<file path="src/design/mssr_pkg.sv">
// shared types, constants and arithmetic helpers for the servo slew ramp block
package mssr_pkg;

    // field widths
    localparam int PULSE_W = 16;
    localparam int CFG_W   = 15;
    localparam int ANGLE_W = 8;
    localparam int JOINT_W = 3;
    localparam int QUO_W   = 8;
    localparam int PROD_W  = 16;

    // joint counts
    localparam int JOINTS_DEF  = 5;
    localparam int MAX_JOINTS  = 8;
    localparam int REPORTED    = 5;

    // command codes
    localparam logic CMD_TICK = 1'b0;
    localparam logic CMD_SET  = 1'b1;

    // register map, indexed by paddr[2]
    localparam int  ADDR_W         = 3;
    localparam logic REG_PULSE_MIN  = 1'b0;
    localparam logic REG_PULSE_SPAN = 1'b1;

    // angle scaling: x / 180 as (x * RECIP) >> RECIP_SHIFT, exact for x < 2^16
    localparam logic [ANGLE_W-1:0] MAX_ANGLE   = 8'd180;
    localparam int                 RECIP_SHIFT = 23;
    localparam logic [15:0]        RECIP       = 16'd46604;

    // reset values
    localparam logic [CFG_W-1:0] PULSE_MIN_RST  = 15'd2000;
    localparam logic [CFG_W-1:0] PULSE_SPAN_RST = 15'd2000;
    localparam int SPAN_QUO_RST_I = 2000 / 180;
    localparam int SPAN_REM_RST_I = 2000 % 180;

    // home angles, joints beyond claw home at 90 degrees
    localparam logic [ANGLE_W-1:0] HOME_ANGLE [MAX_JOINTS] = '{
        8'd90, 8'd65, 8'd180, 8'd90, 8'd150, 8'd90, 8'd90, 8'd90
    };

    // scaling config: span split into span = 180 * quo + rem
    typedef struct packed {
        logic [CFG_W-1:0] pulse_min;
        logic [QUO_W-1:0] span_quo;
        logic [QUO_W-1:0] span_rem;
    } t_cfg;

    localparam t_cfg CFG_RST = '{
        pulse_min: PULSE_MIN_RST,
        span_quo:  QUO_W'(SPAN_QUO_RST_I),
        span_rem:  QUO_W'(SPAN_REM_RST_I)
    };

    // one item on its way to the joint state
    typedef struct packed {
        logic               valid;
        logic               cmd;
        logic [JOINT_W-1:0] joint;
        logic               reject;
        logic [PULSE_W-1:0] target;
    } t_step;

    // floor(z / 180) for z below 2^15, result below 256
    function automatic logic [QUO_W-1:0] div180(input logic [PROD_W-1:0] z);
        logic [31:0] p;
        p = 32'(z) * 32'(RECIP);
        return p[RECIP_SHIFT +: QUO_W];
    endfunction

    // pulse_min + floor(deg * span / 180), used for the home positions
    function automatic logic [PULSE_W-1:0] pulse_of(input t_cfg c,
                                                    input logic [ANGLE_W-1:0] deg);
        logic [PROD_W-1:0] pq;
        logic [PROD_W-1:0] pr;
        logic [PULSE_W:0]  s;
        pq = PROD_W'(deg) * PROD_W'(c.span_quo);
        pr = PROD_W'(deg) * PROD_W'(c.span_rem);
        s  = (PULSE_W+1)'(c.pulse_min) + (PULSE_W+1)'(pq) + (PULSE_W+1)'(div180(pr));
        return s[PULSE_W-1:0];
    endfunction

endpackage

</file>
<file path="src/design/mssr_item_if.sv">
// input item channel of the servo slew ramp block
interface mssr_item_if;
    import mssr_pkg::*;

    logic               valid;
    logic               ready;
    logic               cmd;
    logic [JOINT_W-1:0] joint;
    logic [ANGLE_W-1:0] angle;

    modport source (output valid, cmd, joint, angle, input ready);
    modport sink   (input valid, cmd, joint, angle, output ready);
endinterface

</file>
<file path="src/design/mssr_result_if.sv">
// result item channel of the servo slew ramp block
interface mssr_result_if;
    import mssr_pkg::*;

    logic               valid;
    logic               ready;
    logic [PULSE_W-1:0] pulse_base;
    logic [PULSE_W-1:0] pulse_arm_two;
    logic [PULSE_W-1:0] pulse_arm_three;
    logic [PULSE_W-1:0] pulse_arm_four;
    logic [PULSE_W-1:0] pulse_claw;
    logic               rejected;
    logic               all_settled;

    modport source (output valid, pulse_base, pulse_arm_two, pulse_arm_three,
                    pulse_arm_four, pulse_claw, rejected, all_settled, input ready);
    modport sink   (input valid, pulse_base, pulse_arm_two, pulse_arm_three,
                    pulse_arm_four, pulse_claw, rejected, all_settled, output ready);
endinterface

</file>
<file path="src/design/mssr_cfg.sv">
// apb register file, span split and home pulse table
module mssr_cfg #(
    parameter int JOINTS = mssr_pkg::JOINTS_DEF
) (
    input  logic                                        i_clk,
    input  logic                                        i_rst_n,
    input  logic                                        psel,
    input  logic                                        penable,
    input  logic                                        pwrite,
    input  logic [mssr_pkg::ADDR_W-1:0]                 paddr,
    input  logic [31:0]                                 pwdata,
    output logic [31:0]                                 prdata,
    output logic                                        pready,
    output mssr_pkg::t_cfg                              o_cfg,
    output logic [JOINTS-1:0][mssr_pkg::PULSE_W-1:0]    o_home
);
    import mssr_pkg::*;

    logic [CFG_W-1:0] r_pulse_min;
    logic [CFG_W-1:0] r_pulse_span;
    logic [QUO_W-1:0] r_span_quo;
    logic [QUO_W-1:0] r_span_rem;
    logic [QUO_W-1:0] n_span_quo;
    logic [QUO_W-1:0] n_span_rem;
    logic [JOINTS-1:0][PULSE_W-1:0] r_home;
    logic             wr_en;
    t_cfg             cfg;

    assign pready = 1'b1;
    assign wr_en  = psel & penable & pwrite & pready;

    // split the written span into quotient and remainder by 180
    always_comb begin
        n_span_quo = div180(PROD_W'(pwdata[CFG_W-1:0]));
        n_span_rem = QUO_W'(pwdata[CFG_W-1:0]
                     - CFG_W'(PROD_W'(n_span_quo) * PROD_W'(MAX_ANGLE)));
    end

    // register writes
    always_ff @(posedge i_clk) begin
        if (!i_rst_n) begin
            r_pulse_min  <= PULSE_MIN_RST;
            r_pulse_span <= PULSE_SPAN_RST;
            r_span_quo   <= CFG_RST.span_quo;
            r_span_rem   <= CFG_RST.span_rem;
        end else if (wr_en) begin
            case (paddr[2])
                REG_PULSE_MIN: begin
                    r_pulse_min <= pwdata[CFG_W-1:0];
                end
                REG_PULSE_SPAN: begin
                    r_pulse_span <= pwdata[CFG_W-1:0];
                    r_span_quo   <= n_span_quo;
                    r_span_rem   <= n_span_rem;
                end
                default: begin
                end
            endcase
        end
    end

    // register reads
    always_comb begin
        case (paddr[2])
            REG_PULSE_MIN:  prdata = 32'(r_pulse_min);
            REG_PULSE_SPAN: prdata = 32'(r_pulse_span);
            default:        prdata = '0;
        endcase
    end

    assign cfg.pulse_min = r_pulse_min;
    assign cfg.span_quo  = r_span_quo;
    assign cfg.span_rem  = r_span_rem;
    assign o_cfg         = cfg;

    // home pulses are registered from the config and follow it in the next cycle
    always_ff @(posedge i_clk) begin
        for (int g = 0; g < JOINTS; g++) begin
            if (!i_rst_n) begin
                r_home[g] <= pulse_of(CFG_RST, HOME_ANGLE[g]);
            end else begin
                r_home[g] <= pulse_of(cfg, HOME_ANGLE[g]);
            end
        end
    end

    assign o_home = r_home;

endmodule

</file>
<file path="src/design/mssr_target.sv">
// two stage pipeline from input item to checked target pulse
module mssr_target #(
    parameter int JOINTS = mssr_pkg::JOINTS_DEF
) (
    input  logic                          i_clk,
    input  logic                          i_rst_n,
    input  logic                          i_advance,
    input  logic                          i_valid,
    input  logic                          i_cmd,
    input  logic [mssr_pkg::JOINT_W-1:0]  i_joint,
    input  logic [mssr_pkg::ANGLE_W-1:0]  i_angle,
    input  mssr_pkg::t_cfg                i_cfg,
    output mssr_pkg::t_step               o_step
);
    import mssr_pkg::*;

    logic               r_s1_valid;
    logic               r_s1_cmd;
    logic [JOINT_W-1:0] r_s1_joint;
    logic               r_s1_reject;
    logic [PROD_W-1:0]  r_s1_pq;
    logic [PROD_W-1:0]  r_s1_pr;
    logic               n_s1_reject;
    t_step              r_s2;
    t_step              n_s2;

    // bad joint or angle on a set-target
    always_comb begin
        n_s1_reject = (i_cmd == CMD_SET)
                      && (({1'b0, i_joint} >= (JOINT_W+1)'(JOINTS)) || (i_angle > MAX_ANGLE));
    end

    // stage one: capture item and the two partial products
    always_ff @(posedge i_clk) begin
        if (!i_rst_n) begin
            r_s1_valid <= 1'b0;
        end else if (i_advance) begin
            r_s1_valid <= i_valid;
        end
    end

    always_ff @(posedge i_clk) begin
        if (i_advance) begin
            r_s1_cmd    <= i_cmd;
            r_s1_joint  <= i_joint;
            r_s1_reject <= n_s1_reject;
            r_s1_pq     <= PROD_W'(i_angle) * PROD_W'(i_cfg.span_quo);
            r_s1_pr     <= PROD_W'(i_angle) * PROD_W'(i_cfg.span_rem);
        end
    end

    // stage two: pulse_min + quotient part + scaled remainder part
    always_comb begin
        n_s2.valid  = r_s1_valid;
        n_s2.cmd    = r_s1_cmd;
        n_s2.joint  = r_s1_joint;
        n_s2.reject = r_s1_reject;
        n_s2.target = PULSE_W'((PULSE_W+1)'(i_cfg.pulse_min) + (PULSE_W+1)'(r_s1_pq)
                      + (PULSE_W+1)'(div180(r_s1_pr)));
    end

    // only the valid flag needs a reset value
    always_ff @(posedge i_clk) begin
        if (!i_rst_n) begin
            r_s2.valid <= 1'b0;
        end else if (i_advance) begin
            r_s2 <= n_s2;
        end
    end

    assign o_step = r_s2;

endmodule

</file>
<file path="src/design/mssr_joints.sv">
// joint pulse and target state, slew step and result register
module mssr_joints #(
    parameter int JOINTS = mssr_pkg::JOINTS_DEF
) (
    input  logic                                              i_clk,
    input  logic                                              i_rst_n,
    input  mssr_pkg::t_step                                   i_step,
    input  logic [JOINTS-1:0][mssr_pkg::PULSE_W-1:0]          i_home,
    input  logic                                              i_ready,
    output logic                                              o_advance,
    output logic                                              o_valid,
    output logic [mssr_pkg::REPORTED-1:0][mssr_pkg::PULSE_W-1:0] o_pulse,
    output logic                                              o_rejected,
    output logic                                              o_settled
);
    import mssr_pkg::*;

    logic [JOINTS-1:0][PULSE_W-1:0]   r_pulse;
    logic [JOINTS-1:0][PULSE_W-1:0]   r_target;
    logic [JOINTS-1:0][PULSE_W-1:0]   n_pulse;
    logic [JOINTS-1:0][PULSE_W-1:0]   n_target;
    logic                             r_home_pending;
    logic                             n_home_pending;
    logic                             n_settled;
    logic [REPORTED-1:0][PULSE_W-1:0] n_report;
    logic                             r_out_valid;
    logic [REPORTED-1:0][PULSE_W-1:0] r_out_pulse;
    logic                             r_out_rejected;
    logic                             r_out_settled;
    logic                             advance;
    logic                             commit;

    // whole pipeline moves when the result register is free or taken
    assign advance   = !r_out_valid || i_ready;
    assign commit    = advance && i_step.valid;
    assign o_advance = advance;

    // next joint state for the item in the last stage
    always_comb begin
        n_pulse        = r_pulse;
        n_target       = r_target;
        n_home_pending = r_home_pending;
        if (i_step.cmd == CMD_SET) begin
            if (!i_step.reject) begin
                if (r_home_pending) begin
                    n_pulse        = i_home;
                    n_target       = i_home;
                    n_home_pending = 1'b0;
                end
                for (int i = 0; i < JOINTS; i++) begin
                    if (i_step.joint == JOINT_W'(i)) begin
                        n_target[i] = i_step.target;
                    end
                end
            end
        end else begin
            for (int i = 0; i < JOINTS; i++) begin
                if (r_pulse[i] < r_target[i]) begin
                    n_pulse[i] = r_pulse[i] + 1'b1;
                end else if (r_pulse[i] > r_target[i]) begin
                    n_pulse[i] = r_pulse[i] - 1'b1;
                end
            end
        end
    end

    // settled check on the updated state
    always_comb begin
        n_settled = 1'b1;
        for (int i = 0; i < JOINTS; i++) begin
            if (n_pulse[i] != n_target[i]) begin
                n_settled = 1'b0;
            end
        end
    end

    // reported channels, missing joints read zero
    for (genvar g = 0; g < REPORTED; g++) begin : g_report
        if (g < JOINTS) begin : g_present
            assign n_report[g] = n_pulse[g];
        end else begin : g_absent
            assign n_report[g] = '0;
        end
    end

    // state registers
    always_ff @(posedge i_clk) begin
        if (!i_rst_n) begin
            r_pulse        <= '0;
            r_target       <= '0;
            r_home_pending <= 1'b1;
        end else if (commit) begin
            r_pulse        <= n_pulse;
            r_target       <= n_target;
            r_home_pending <= n_home_pending;
        end
    end

    // result register
    always_ff @(posedge i_clk) begin
        if (!i_rst_n) begin
            r_out_valid <= 1'b0;
        end else if (advance) begin
            r_out_valid <= i_step.valid;
        end
    end

    always_ff @(posedge i_clk) begin
        if (commit) begin
            r_out_pulse    <= n_report;
            r_out_rejected <= i_step.reject;
            r_out_settled  <= n_settled;
        end
    end

    assign o_valid    = r_out_valid;
    assign o_pulse    = r_out_pulse;
    assign o_rejected = r_out_rejected;
    assign o_settled  = r_out_settled;

    // before homing every joint sits at zero
    a_zero_before_home: assert property (@(posedge i_clk) disable iff (!i_rst_n)
        r_home_pending |-> (r_pulse == '0 && r_target == '0))
        else $error("joint state moved before homing");

    // a rejected set-target leaves the joints alone
    a_reject_keeps_state: assert property (@(posedge i_clk) disable iff (!i_rst_n)
        (commit && i_step.reject) |=> (r_pulse == $past(r_pulse)
                                       && r_target == $past(r_target)
                                       && r_home_pending == $past(r_home_pending)))
        else $error("rejected item changed joint state");

    // a tick moves joint 0 by at most one count
    a_tick_one_step: assert property (@(posedge i_clk) disable iff (!i_rst_n)
        (commit && i_step.cmd == CMD_TICK && !r_home_pending)
        |=> ((r_pulse[0] - $past(r_pulse[0])) == 16'd0
             || (r_pulse[0] - $past(r_pulse[0])) == 16'd1
             || (r_pulse[0] - $past(r_pulse[0])) == 16'hFFFF))
        else $error("tick moved a joint by more than one count");

    // results before homing report settled
    a_settled_before_home: assert property (@(posedge i_clk) disable iff (!i_rst_n)
        (commit && r_home_pending && n_home_pending) |=> r_out_settled)
        else $error("unhomed joints reported as moving");

endmodule

</file>
<file path="src/design/multi_servo_slew_ramp.sv">
// An item is accepted every clock cycle when the result side keeps up. Its result item
// passes three registers: one for the angle products, one for the target pulse and the
// result register that also commits the joint state. A stalled result stalls all three
// stages together. pulse_span writes are split into a quotient and remainder by 180
// at the write itself; the home pulse table follows the config in the next cycle.
module multi_servo_slew_ramp #(
    parameter int JOINTS = mssr_pkg::JOINTS_DEF
) (
    input  logic                         i_clk,
    input  logic                         i_rst_n,
    mssr_item_if.sink                    i_item,
    mssr_result_if.source                o_result,
    input  logic                         psel,
    input  logic                         penable,
    input  logic                         pwrite,
    input  logic [mssr_pkg::ADDR_W-1:0]  paddr,
    input  logic [31:0]                  pwdata,
    output logic [31:0]                  prdata,
    output logic                         pready
);
    import mssr_pkg::*;

    t_cfg                             cfg;
    logic [JOINTS-1:0][PULSE_W-1:0]   home;
    t_step                            step;
    logic                             advance;
    logic [REPORTED-1:0][PULSE_W-1:0] pulse;

    // config registers
    mssr_cfg #(.JOINTS(JOINTS)) u_cfg (
        .i_clk   (i_clk),
        .i_rst_n (i_rst_n),
        .psel    (psel),
        .penable (penable),
        .pwrite  (pwrite),
        .paddr   (paddr),
        .pwdata  (pwdata),
        .prdata  (prdata),
        .pready  (pready),
        .o_cfg   (cfg),
        .o_home  (home)
    );

    // target computation
    mssr_target #(.JOINTS(JOINTS)) u_target (
        .i_clk     (i_clk),
        .i_rst_n   (i_rst_n),
        .i_advance (advance),
        .i_valid   (i_item.valid),
        .i_cmd     (i_item.cmd),
        .i_joint   (i_item.joint),
        .i_angle   (i_item.angle),
        .i_cfg     (cfg),
        .o_step    (step)
    );

    // joint state and result
    mssr_joints #(.JOINTS(JOINTS)) u_joints (
        .i_clk      (i_clk),
        .i_rst_n    (i_rst_n),
        .i_step     (step),
        .i_home     (home),
        .i_ready    (o_result.ready),
        .o_advance  (advance),
        .o_valid    (o_result.valid),
        .o_pulse    (pulse),
        .o_rejected (o_result.rejected),
        .o_settled  (o_result.all_settled)
    );

    assign i_item.ready             = advance;
    assign o_result.pulse_base      = pulse[0];
    assign o_result.pulse_arm_two   = pulse[1];
    assign o_result.pulse_arm_three = pulse[2];
    assign o_result.pulse_arm_four  = pulse[3];
    assign o_result.pulse_claw      = pulse[4];

endmodule
</file>
<file path="src/flat_wrapper.sv">
// flat-port wrapper written by rule: the top's interface ports become plain ports
module multi_servo_slew_ramp_flat import mssr_pkg::*;
#(
    parameter int JOINTS = mssr_pkg::JOINTS_DEF
)
  (i_clk, i_rst_n, psel, penable, pwrite, paddr, pwdata, prdata, pready, i_item_valid, i_item_cmd, i_item_joint, i_item_angle, i_item_ready, o_result_valid, o_result_pulse_base, o_result_pulse_arm_two, o_result_pulse_arm_three, o_result_pulse_arm_four, o_result_pulse_claw, o_result_rejected, o_result_all_settled, o_result_ready);
  mssr_item_if i_item_i ();
  mssr_result_if o_result_i ();
  input  logic i_clk;
  input  logic i_rst_n;
  input  logic psel;
  input  logic penable;
  input  logic pwrite;
  input  logic [mssr_pkg::ADDR_W-1:0] paddr;
  input  logic [31:0] pwdata;
  output logic [31:0] prdata;
  output logic pready;
  input wire logic [$bits(i_item_i.valid)-1:0] i_item_valid;
  input wire logic [$bits(i_item_i.cmd)-1:0] i_item_cmd;
  input wire logic [$bits(i_item_i.joint)-1:0] i_item_joint;
  input wire logic [$bits(i_item_i.angle)-1:0] i_item_angle;
  output wire logic [$bits(i_item_i.ready)-1:0] i_item_ready;
  output wire logic [$bits(o_result_i.valid)-1:0] o_result_valid;
  output wire logic [$bits(o_result_i.pulse_base)-1:0] o_result_pulse_base;
  output wire logic [$bits(o_result_i.pulse_arm_two)-1:0] o_result_pulse_arm_two;
  output wire logic [$bits(o_result_i.pulse_arm_three)-1:0] o_result_pulse_arm_three;
  output wire logic [$bits(o_result_i.pulse_arm_four)-1:0] o_result_pulse_arm_four;
  output wire logic [$bits(o_result_i.pulse_claw)-1:0] o_result_pulse_claw;
  output wire logic [$bits(o_result_i.rejected)-1:0] o_result_rejected;
  output wire logic [$bits(o_result_i.all_settled)-1:0] o_result_all_settled;
  input wire logic [$bits(o_result_i.ready)-1:0] o_result_ready;
  assign i_item_i.valid = i_item_valid;
  assign i_item_i.cmd = i_item_cmd;
  assign i_item_i.joint = i_item_joint;
  assign i_item_i.angle = i_item_angle;
  assign i_item_ready = i_item_i.ready;
  assign o_result_valid = o_result_i.valid;
  assign o_result_pulse_base = o_result_i.pulse_base;
  assign o_result_pulse_arm_two = o_result_i.pulse_arm_two;
  assign o_result_pulse_arm_three = o_result_i.pulse_arm_three;
  assign o_result_pulse_arm_four = o_result_i.pulse_arm_four;
  assign o_result_pulse_claw = o_result_i.pulse_claw;
  assign o_result_rejected = o_result_i.rejected;
  assign o_result_all_settled = o_result_i.all_settled;
  assign o_result_i.ready = o_result_ready;
  multi_servo_slew_ramp #(.JOINTS(JOINTS)) u_core (.i_clk(i_clk), .i_rst_n(i_rst_n), .i_item(i_item_i), .o_result(o_result_i), .psel(psel), .penable(penable), .pwrite(pwrite), .paddr(paddr), .pwdata(pwdata), .prdata(prdata), .pready(pready));
endmodule
</file>
<file path="config.mk">
export PLATFORM = sky130hd
export DESIGN_NAME = multi_servo_slew_ramp_flat
export DESIGN_NICKNAME = d
export VERILOG_FILES = /design/src/design/mssr_pkg.sv /design/src/design/mssr_item_if.sv /design/src/design/mssr_result_if.sv /design/src/design/mssr_cfg.sv /design/src/design/mssr_target.sv /design/src/design/mssr_joints.sv /design/src/design/multi_servo_slew_ramp.sv /design/src/flat_wrapper.sv
export SDC_FILE = /design/constraint.sdc
export NUM_CORES = 2
export LEC_CHECK = 0
export BUFFER_PORTS_ARGS = -buffer_cell sky130_fd_sc_hd__clkbuf_2
export CORE_MARGIN = 3
export CORE_UTILIZATION = 40
export DETAILED_ROUTE_END_ITERATION = 16
export HOLD_SLACK_MARGIN = 0.1
export PLACE_DENSITY = 0.65
export SLEW_MARGIN = 20
export SYNTH_ARGS = -nofsm -noshare
export SYNTH_HDL_FRONTEND = slang
export SYNTH_SLANG_ARGS = --single-unit
</file>
<file path="constraint.sdc">
create_clock -name i_clk -period 20.1 [get_ports i_clk]
set_input_delay 2.01 -clock i_clk [delete_from_list [all_inputs] [get_ports i_clk]]
set_output_delay 2.01 -clock i_clk [all_outputs]
set_load 0.01 [all_outputs]
</file>
==> impl_metrics.json <==
{
  "status": "finished clean",
  "tritoncts": "built",
  "reg2reg_slack_ps": 8490,
  "drt_iter0_drc": 3662,
  "finClkSkew_ps": 37.58,
  "core-area_sq_mm": 0.1240,
  "grt_max_degree": 85,
  "synth_area_sq_mm": 0.05011,
  "initial_core_util": 0.4042,
  "critPathKind": "flip-flop to flip-flop",
  "cts_hold_buf": 0,
  "drive_gt1_frac": 0.06232,
  "cp_num_buf_inv": 4,
  "final_antenna_net_count": 0,
  "crit_path_end_kind": "flip-flop",
  "clockRootBuffer": "clkbuf_16",
  "ys_seq_area_frac": 0.1926,
  "insertion_delay_ps": 640,
  "hold_ws_ps": 425.2,
  "routed_wl_mm": 153.3,
  "cp_top_family": "adder cells",
  "tightestPinTransition_ps": 1247,
  "setup_viol_count_final": 0,
  "max_cap_violations": 0,
  "die_area_sq_mm": 0.1296,
  "path_clk_slew_ps": 70,
  "dr.pass1.iters": 6,
  "worstSetupPathDepth": 42,
  "cts-buffers-inserted": 49,
  "cts.path.max_buffers": 3,
  "n_fill_cell": 12193,
  "hpwl_mm": 119.6,
  "hold_depth": 0,
  "crit_required_ps": 20570,
  "syn_inst": 5723,
  "pin_count": 171,
  "setup_slack_ps": 8493,
  "slowest_delay_ps": 760,
  "hp-class": "flip-flop to flip-flop",
  "path_max_fanout": 10,
  "reg2reg_to": "u_core.u_cfg.o_home[79]$_SDFF_PN0_",
  "routedWlPerCell_um": 20.63,
  "synth_seq_cells": 412,
  "die_w_um": 359.9,
  "grt_antenna_before_repair": 4,
  "grt_remaining_overflow": 0,
  "clkSinkCount": 412,
  "slowest_stage": "a2111oi_0",
  "synth_edf_count": 140,
  "grtUsageMet3": 0.03255,
  "grtUsageTotal": 0.2342,
  "yosys_warnings": 0,
  "drc": 0,
  "gp_congestion": 0.9859,
  "fmax_mhz": 86.16,
  "setup_tns_ps": 0,
  "hold_viol_final": 0,
  "cts_resized": 0,
  "ys_types": 90,
  "grt_use_met2": 0.3864,
  "async_flop_share": 0,
  "grt.busiest_layer": "met2",
  "reg2reg_depth": 42,
  "r2r_start": "u_core.u_cfg.r_pulse_span[1]$_SDFFE_PN0P_",
  "rsz0062_at_grt": "no",
  "die_y_um": 359.9,
  "synth_ff_type": "dfxtp_1",
  "placementRows": 129,
  "vias": 41226,
  "final.period_utilization": 0.5775,
  "hold_start": "u_core.u_target.r_s1_cmd$_DFFE_PN_",
  "viasPerCell": 5.546,
  "drv_slew": 0,
  "dpl_worst_slack_ps": 8556,
  "post_cts_buffers": 0,
  "start_kind": "flip-flop",
  "syn_avg_cell_area_sq_um": 8.755,
  "h-tree-depth": 2,
  "holdPathEnd": "u_core.u_target.o_step[20]$_DFFE_PP_",
  "grt_first_pass_wirelength_mm": 238.5,
  "io_buffers": 133,
  "grt_pass1_vias": 40853,
  "max_slew_margin": 0.1602,
  "grtUsageMet1": 0.3046,
  "area_delta_synth_final_pct": 8.125,
  "cp.arrival_ps": 12080,
  "period_minus_slack_ps": 11610,
  "nNetsFinal": 7126,
  "crit_top_cell": "ha_1",
  "dp.cells": 7338,
  "final_cells": 7433
}
registers in the layout, summed over array words and instances, names as in the netlist, 3 cells and up:
name	flops
u_core.u_cfg.o_home	64
u_core.u_cfg.r_pulse_min	15
u_core.u_cfg.r_pulse_span	15
u_core.u_cfg.r_span_quo	8
u_core.u_cfg.r_span_rem	6
u_core.u_joints.o_pulse	80
u_core.u_joints.r_pulse	80
u_core.u_joints.r_target	80
u_core.u_target.o_step	22
u_core.u_target.r_s1_joint	3
u_core.u_target.r_s1_pq	16
u_core.u_target.r_s1_pr	16
stage by stage:
stage | cell area, sq um | utilization
2_1_floorplan | 50170 | -
3_3_place_gp | 52460 | 0.4232
3_5_place_dp | 52460 | 0.4232
4_1_cts | 54170 | 0.4370
5_1_grt | 54170 | 0.4370
6_report | 54180 | 0.4371
cells in the final DEF (no fill, tap or decap), drive strengths merged, types with 60 or more instances in the layout:
master	netlist	layout
dfxtp	272	272
fa	388	388
xnor2	185	185
a21oi	301	301
clkbuf	192	191
nand2	405	405
ha	932	932
o22ai	121	121
nor2	423	423
edfxtp	140	140
buf	45	66
and2	103	103
a211oi	60	60
nand3	98	98
nor3	94	94
inv	932	941
a21o	72	72
o21ai	169	169
xor2	83	83
worst max path at each step:
stage / slack (ps) / endpoint / start
final: 8490 / u_core.u_cfg.o_home[79]$_SDFF_PN0_ / u_core.u_cfg.r_pulse_span[1]$_SDFFE_PN0P_
after global routing: 7840 / u_core.u_cfg.o_home[79]$_SDFF_PN0_ / u_core.u_cfg.r_pulse_span[1]$_SDFFE_PN0P_
after CTS: 8490 / u_core.u_cfg.o_home[79]$_SDFF_PN0_ / u_core.u_cfg.r_pulse_span[1]$_SDFFE_PN0P_
after detailed placement: 8560 / u_core.u_cfg.o_home[79]$_SDFF_PN0_ / u_core.u_cfg.r_pulse_span[1]$_SDFFE_PN0P_
after global placement: 8710 / u_core.u_cfg.o_home[79]$_SDFF_PN0_ / u_core.u_cfg.r_pulse_span[1]$_SDFFE_PN0P_
after floorplan: 9990 / u_core.u_cfg.o_home[63]$_SDFF_PN0_ / u_core.u_cfg.r_span_rem[2]$_SDFFE_PN1P_
kinds of logic after synthesis:
kind of cell | count (synthesis) | share of synthesized area
DFF | 412 | 0.1926
xor gates and xnor gates | 268 | 0.04684
buffers and inverters | 1169 | 0.08905
and+or+nand+nor | 1457 | 0.1395
other | 2 | 0.0001499
adders and majority gates | 1320 | 0.3877
AOI/OAI and AO/OA | 1058 | 0.1364
muxes | 37 | 0.007791
final cells by class:
class | instances | area [sq um] | area share
Multi-Input combinational cell | 4158 | 36100 | 0.6663
Sequential cell | 412 | 9651 | 0.1781
Inverter | 932 | 3508 | 0.06476
Tap cell | 1637 | 2048 | 0.03781
Clock buffer | 58 | 1323 | 0.02441
Timing Repair Buffer | 199 | 1161 | 0.02143
Clock inverter | 34 | 382.9 | 0.007067
Antenna cell | 3 | 7.507 | 0.0001386
cells in the mapped netlist, types with 22 or more instances:
cell type,number,area [sq um]
ha_1,932,11660
inv_1,931,3495
nor2_1,423,1588
nand2_1,404,1516
fa_1,388,7767
a21oi_1,301,1506
dfxtp_1,272,5445
clkbuf_1,192,720.7
xnor2_1,185,1620
o21ai_0,167,835.8
edfxtp_1,140,4204
o22ai_1,121,757.0
and2_1,102,638.1
nand3_1,98,490.5
nor3_1,94,470.5
xor2_1,83,727.0
a21o_1,72,540.5
a211oi_1,60,450.4
a31oi_1,53,331.6
nand4_1,53,331.6
nor2b_1,42,262.8
o21a_1,39,292.8
nor4_1,38,237.7
o211ai_1,38,285.3
or3_1,35,219.0
and3_1,34,212.7
o21bai_1,33,247.7
nand2b_1,32,200.2
buf_1,22,82.58
per-layer routing:
| metal | vias to the layer above | wire (um) |
|---|---|---|
| li1 | 19523 | - |
| met3 | 332 | 10890 |
| met5 | - | 13 |
| met4 | 2 | 7800 |
| met2 | 1479 | 70230 |
| met1 | 19890 | 64390 |
Power is not shown: default switching activity piles up to over one toggle a cycle in this logic, so the estimate is an artifact.
